### src/design/paged_frame_allocator_top_macros.svh
// Assertion macros for the paged frame allocator.
`ifndef PAGED_FRAME_ALLOCATOR_TOP_MACROS_SVH
`define PAGED_FRAME_ALLOCATOR_TOP_MACROS_SVH
`ifndef SYNTHESIS
`define PFA_ASSERT_IMP(lbl, clk, rst_n, a, c) \
    lbl: assert property (@(posedge clk) disable iff (!rst_n) (a) |-> (c)) \
        else $error("assertion failed");
`define PFA_ASSERT_NXT(lbl, clk, rst_n, a, c) \
    lbl: assert property (@(posedge clk) disable iff (!rst_n) (a) |=> (c)) \
        else $error("assertion failed");
`else
`define PFA_ASSERT_IMP(lbl, clk, rst_n, a, c)
`define PFA_ASSERT_NXT(lbl, clk, rst_n, a, c)
`endif
`endif

### src/design/pfa_div.sv
// Restoring divider, one quotient bit per cycle; returns ceil(num/den).
module pfa_div (
    input  logic        clk,
    input  logic        rst_n,
    input  logic        start,
    input  logic [23:0] num,
    input  logic [16:0] den,
    output logic        done,
    output logic [23:0] quo
);
    logic [4:0]  cnt_reg;
    logic        busy_reg;
    logic [23:0] q_reg;
    logic [17:0] rem_reg;
    logic [16:0] den_reg;
    logic [17:0] trial;
    logic        fin_reg;

    assign trial = {rem_reg[16:0], q_reg[23]} - {1'b0, den_reg};

    always_ff @(posedge clk or negedge rst_n)
    begin
        if (!rst_n)
        begin
            busy_reg <= 1'b0;
            cnt_reg  <= '0;
            fin_reg  <= 1'b0;
        end
        else
        begin
            fin_reg <= 1'b0;
            if (start)
            begin
                busy_reg <= 1'b1;
                cnt_reg  <= 5'd0;
                q_reg    <= num;
                rem_reg  <= '0;
                den_reg  <= den;
            end
            else if (busy_reg)
            begin
                if (!trial[17])
                begin
                    rem_reg <= trial;
                    q_reg   <= {q_reg[22:0], 1'b1};
                end
                else
                begin
                    rem_reg <= {rem_reg[16:0], q_reg[23]};
                    q_reg   <= {q_reg[22:0], 1'b0};
                end
                cnt_reg <= cnt_reg + 5'd1;
                if (cnt_reg == 5'd23)
                begin
                    busy_reg <= 1'b0;
                    fin_reg  <= 1'b1;
                end
            end
        end
    end

    assign done = fin_reg;
    assign quo  = q_reg + {23'd0, (rem_reg != '0)};
endmodule

### config.mk
export PLATFORM = sky130hd
export DESIGN_NAME = pfa_div
export DESIGN_NICKNAME = d
export VERILOG_FILES = /design/src/design/paged_frame_allocator_top_macros.svh /design/src/design/pfa_div.sv
export SDC_FILE = /design/constraint.sdc
export NUM_CORES = 1
export LEC_CHECK = 0
export BUFFER_PORTS_ARGS = -buffer_cell sky130_fd_sc_hd__buf_4
export CAP_MARGIN = 20
export CORE_ASPECT_RATIO = 0.5
export CORE_MARGIN = 4
export CORE_UTILIZATION = 50
export CTS_CLUSTER_SIZE = 10
export DETAILED_ROUTE_END_ITERATION = 16
export GPL_ROUTABILITY_DRIVEN = 0
export PLACE_DENSITY = 0.84
export SYNTH_ARGS = -nofsm -noshare
export SYNTH_HDL_FRONTEND = slang
export SYNTH_SLANG_ARGS = --single-unit
### constraint.sdc
create_clock -name clk -period 2.9 [get_ports clk]
set_input_delay 0.58 -clock clk [delete_from_list [all_inputs] [get_ports clk]]
set_output_delay 0.58 -clock clk [all_outputs]
set_load 0.1 [all_outputs]
==> summary.txt <==
Floorplanning
  – Initial Utilization: between 50 and 60%
  – I/O pin count: 69
  – Die width: approximately 140 um
  – Die Ht: between 70 and 80 um
  – Core area: just over 0.008 mm^2
  – # rows: 23
  – Die area: 0.00998 mm^2

Yosys
  – Syn Inst Count: between 300 and 400
  – Synth area leaders: edfxtp_1 (42%), mux2_2 (6.5%), ha_1 (6.3%)
  – Post-synth EDFFs: 59
  – YS warnings: 0
  – Post-synthesis sequential area ratio: about 47%
  – Synth Area in Simple Gates: a little over an eighth
  – Most frequent cells after synthesis: edfxtp_1 (59), nor2_1 (32), nand2_1 (27)
  – Ys flop type: edfxtp_1
  – Xor and xnor area share after synthesis: between 7 and 8%
  – Largest family of logic cells by synthesized area: simple AND/OR/NAND/NOR gates
  – Seq cells post-synth: between 60 and 70
  – Compound-cell area share of the yosys netlist: ~13%
  – Yosys top cell area share: a little over two fifths
  – Mean Syn Cell Area: roughly 11 um^2
  – Post-synthesis adder-cell area fraction: between 6 and 7%
  – Synth area leader: edfxtp_1
  – Mux cell area share after synthesis: under 10%
  – Netlist cell types: between 50 and 60
  – Count leader, synth: edfxtp_1
  – Post-synth ARST share: between 10% and 20%
  – Mapped cell area: 0.00418 mm^2
  – Syn_nets: approximately 460

Clock tree
  – TritonCTS Sinks: 66
  – Number of CTS-inserted buffers: 9
  – CTS tree: done
  – CTS HTree Levels: 3
  – Max Buffers Root-to-Sink: 2
  – Hold buffer count at CTS: 0
  – Root buf cell: clkbuf_16
  – Worst-Skew Late Latency: around 350 ps
  – Clk slew on worst S/H paths: roughly 60 ps

Power
  – Sequential power share: between 20% and 30%
  – Sw Pwr: approximately 2000 uW
  – P_int: ~3100 uW
  – Pwr/cell area: 749 mW/mm^2
  – Peak supply drop: 497 uV
  – Comb power frac: 52.4%
  – Sw Ratio: a little under 40%
  – Clock power frac: a little over a fifth
  – P_leak: 0.00287 uW

Drt
  – Avg Vias per Cell: slightly above 6
  – 1st-iter DRT viols: approximately 540
  – WL/cell: 23.4 um
  – Post-DRT Antenna Nets: 0
  – Via count: 3,994
  – DRC: 0
  – TritonRoute pass-1 iters: 5
  – Routed wire length: 15.1 mm

Run status
  – Violated checks: negative setup slack
  – Outcome: finished with violations

Timing
  – Skew final: roughly 10 ps
  – RSZ-0062 raised after global routing: yes
  – Worst-Margin Slew: roughly 590 ps
  – FMAX: between 200 and 300 MHz
  – Setup violators final: 38
  – Final cycle utilization of the critical path: 131%
  – Fin. Hold Viols: 0
  – Max Slew Vio Count: 0
  – Max_slew headroom: 60.0%
  – Final WS setup: -897 ps
  – Fin crit period: between 3000 and 4000 ps

Critical path
  – Slowest CP cell: or4_4
  – CP Buf/Inv Count: 1
  – CP max FO: 3
  – CP endpoint kind: output pin
  – Startpoint types: flip-flop
  – Instance count on the critical path: 12
  – Crit-path cells: nor4_2 -> nand3_1 -> or4_4 -> ha_4 -> ha_4 -> nand2_4 -> nor2_4 -> and2_4 -> and4_4 -> nand4_1 -> xnor2_4 -> buf_12
  – CP arrival: between 3000 and 4000 ps
  – Length in cells of the worst reg-to-reg path: 16
  – Delay-heaviest family, CP: simple AND/OR/NAND/NOR gates
  – Crit-path max cell delay: between 500 and 600 ps
  – Req. time, crit path: ~2300 ps
  – Crit path top cell by count: ha_4
  – Worst setup path class: flip-flop to output pin

Global routing
  – Global-route wire length before repair: roughly 19 mm
  – Global route overflow: 0
  – Vias in the first global route: about 3,600
  – Initial antenna violation count: 0
  – GR Util All Layers: ~25%
  – Largest net degree at the start of global routing: 39

Layout
  – Area growth syn-to-layout: 62.9%
  – Fill count: 359
  – Diode count: 0
  – Total Nets Final: ~590
  – Share of post-route cells with drive strength above 1: 52.2%
  – Final design area excluding fillers: 0.00681 mm^2
  – Fin util: 84.5%
  – Max reg flops: 24

Placed design
  – Post-DP HPWL: between 7 and 8 mm
  – Port bufs: 68
  – Placed instance area: around 0.0056 mm^2
  – Worst slack at placement: -586 ps

Min path
  – Hold Crit Class: input pin to async pin

Run
  – # Max-Cap Violations: 0
[path summary, 6_finish.rpt]
path | to | slack, ps | startpoint
max | quo[22] | -900 | rem_reg[0]
min | cnt_reg[2] | 140 | rst_n
max reg2reg | rem_reg[14] | -360 | rem_reg[0]
min reg2reg | cnt_reg[4] | 560 | cnt_reg[4]
max in group asynchronous | busy_reg | 2510 | rst_n
min in group clk | den_reg[7] | 410 | den[7]
[cells in the final DEF (no fill, tap or decap), drive strengths merged, types with 15 or more instances in the layout]
cell,n
a21oi,15
buf,142
edfxtp,59
ha,21
inv,26
mux2,24
nand2,27
nor2,32
xnor2,23
xor2,15
[routing by layer]
layer	vias up	part of all wire [%]	track usage, %
met4	0	5.3	11.3
met1	1896	37	29.7
met3	84	9.6	6.68
met2	302	48	43.5
li1	1712	-	-
met5	-	0	0
[kinds of logic (layout without fill, tap and decap cells)]
family	Yosys count	count (layout)
multiplexers	34	34
XOR/XNOR	38	38
buffers and inverters	44	186
AND/OR/NAND/NOR	110	110
AO/OA/AOI/OAI	75	75
flip-flops	66	66
adder cells (fa/ha/maj)	22	22
[power groups by stage]
| stage | Combinational (uW) | Clock [uW] | Sequential (uW) |
|---|---|---|---|
| detailed placement | 1810 | 0 | 1300 |
| CTS | 2090 | 1090 | 1290 |
| finish | 2670 | 1100 | 1320 |
| global route | 2780 | 1150 | 1330 |
| global placement | 1780 | 0 | 1290 |
| floorplan | 1200 | 0 | 1310 |
[area by class of cell]
type | count | area (um^2) | share of cell area (%)
clock buffer | 9 | 225 | 3.31
clock inverter | 7 | 70.1 | 1.03
inverter | 26 | 97.6 | 1.43
multi-input combinational | 279 | 2860 | 42.0
sequential | 66 | 1950 | 28.6
tap | 112 | 140 | 2.06
timing repair buffer | 144 | 1470 | 21.5
[metrics by stage]
step / setup TNS [ps] / cells / power (uW) / hold slack, ps
6_report: -17640 / 643 / 5100 / 137
2_1_floorplan: -3310 / 389 / 2520 / 284
3_5_place_dp: -6380 / 602 / 3120 / 496
3_3_place_gp: -4950 / 602 / 3080 / 492
5_1_grt: -21920 / 643 / 5260 / 145
4_1_cts: -12550 / 633 / 4480 / 136
[worst reg2reg max path, stage by stage (launching register included)]
cell and delay (ps):
edfxtp_1 440, buf_4 160, buf_6 120, ha_4 250, nand3b_1 130, a21o_1 240, a21oi_4 150, nor2_2 70
nor2_2 120, o22a_1 230, ha_4 240, buf_6 140, nand3b_1 250, buf_4 180, nor2_2 40, o21ai_1 120
nand2_1 120
[what timing repair did]
action                                  in CTS  in global routing
buffers inserted                            17                 10
gates resized for setup                    107                 54
cloned                                       0                  2
endpoints found under the setup margin      36                 42
pin swaps                                   21                 16
Power figures use the tool's default switching activity.
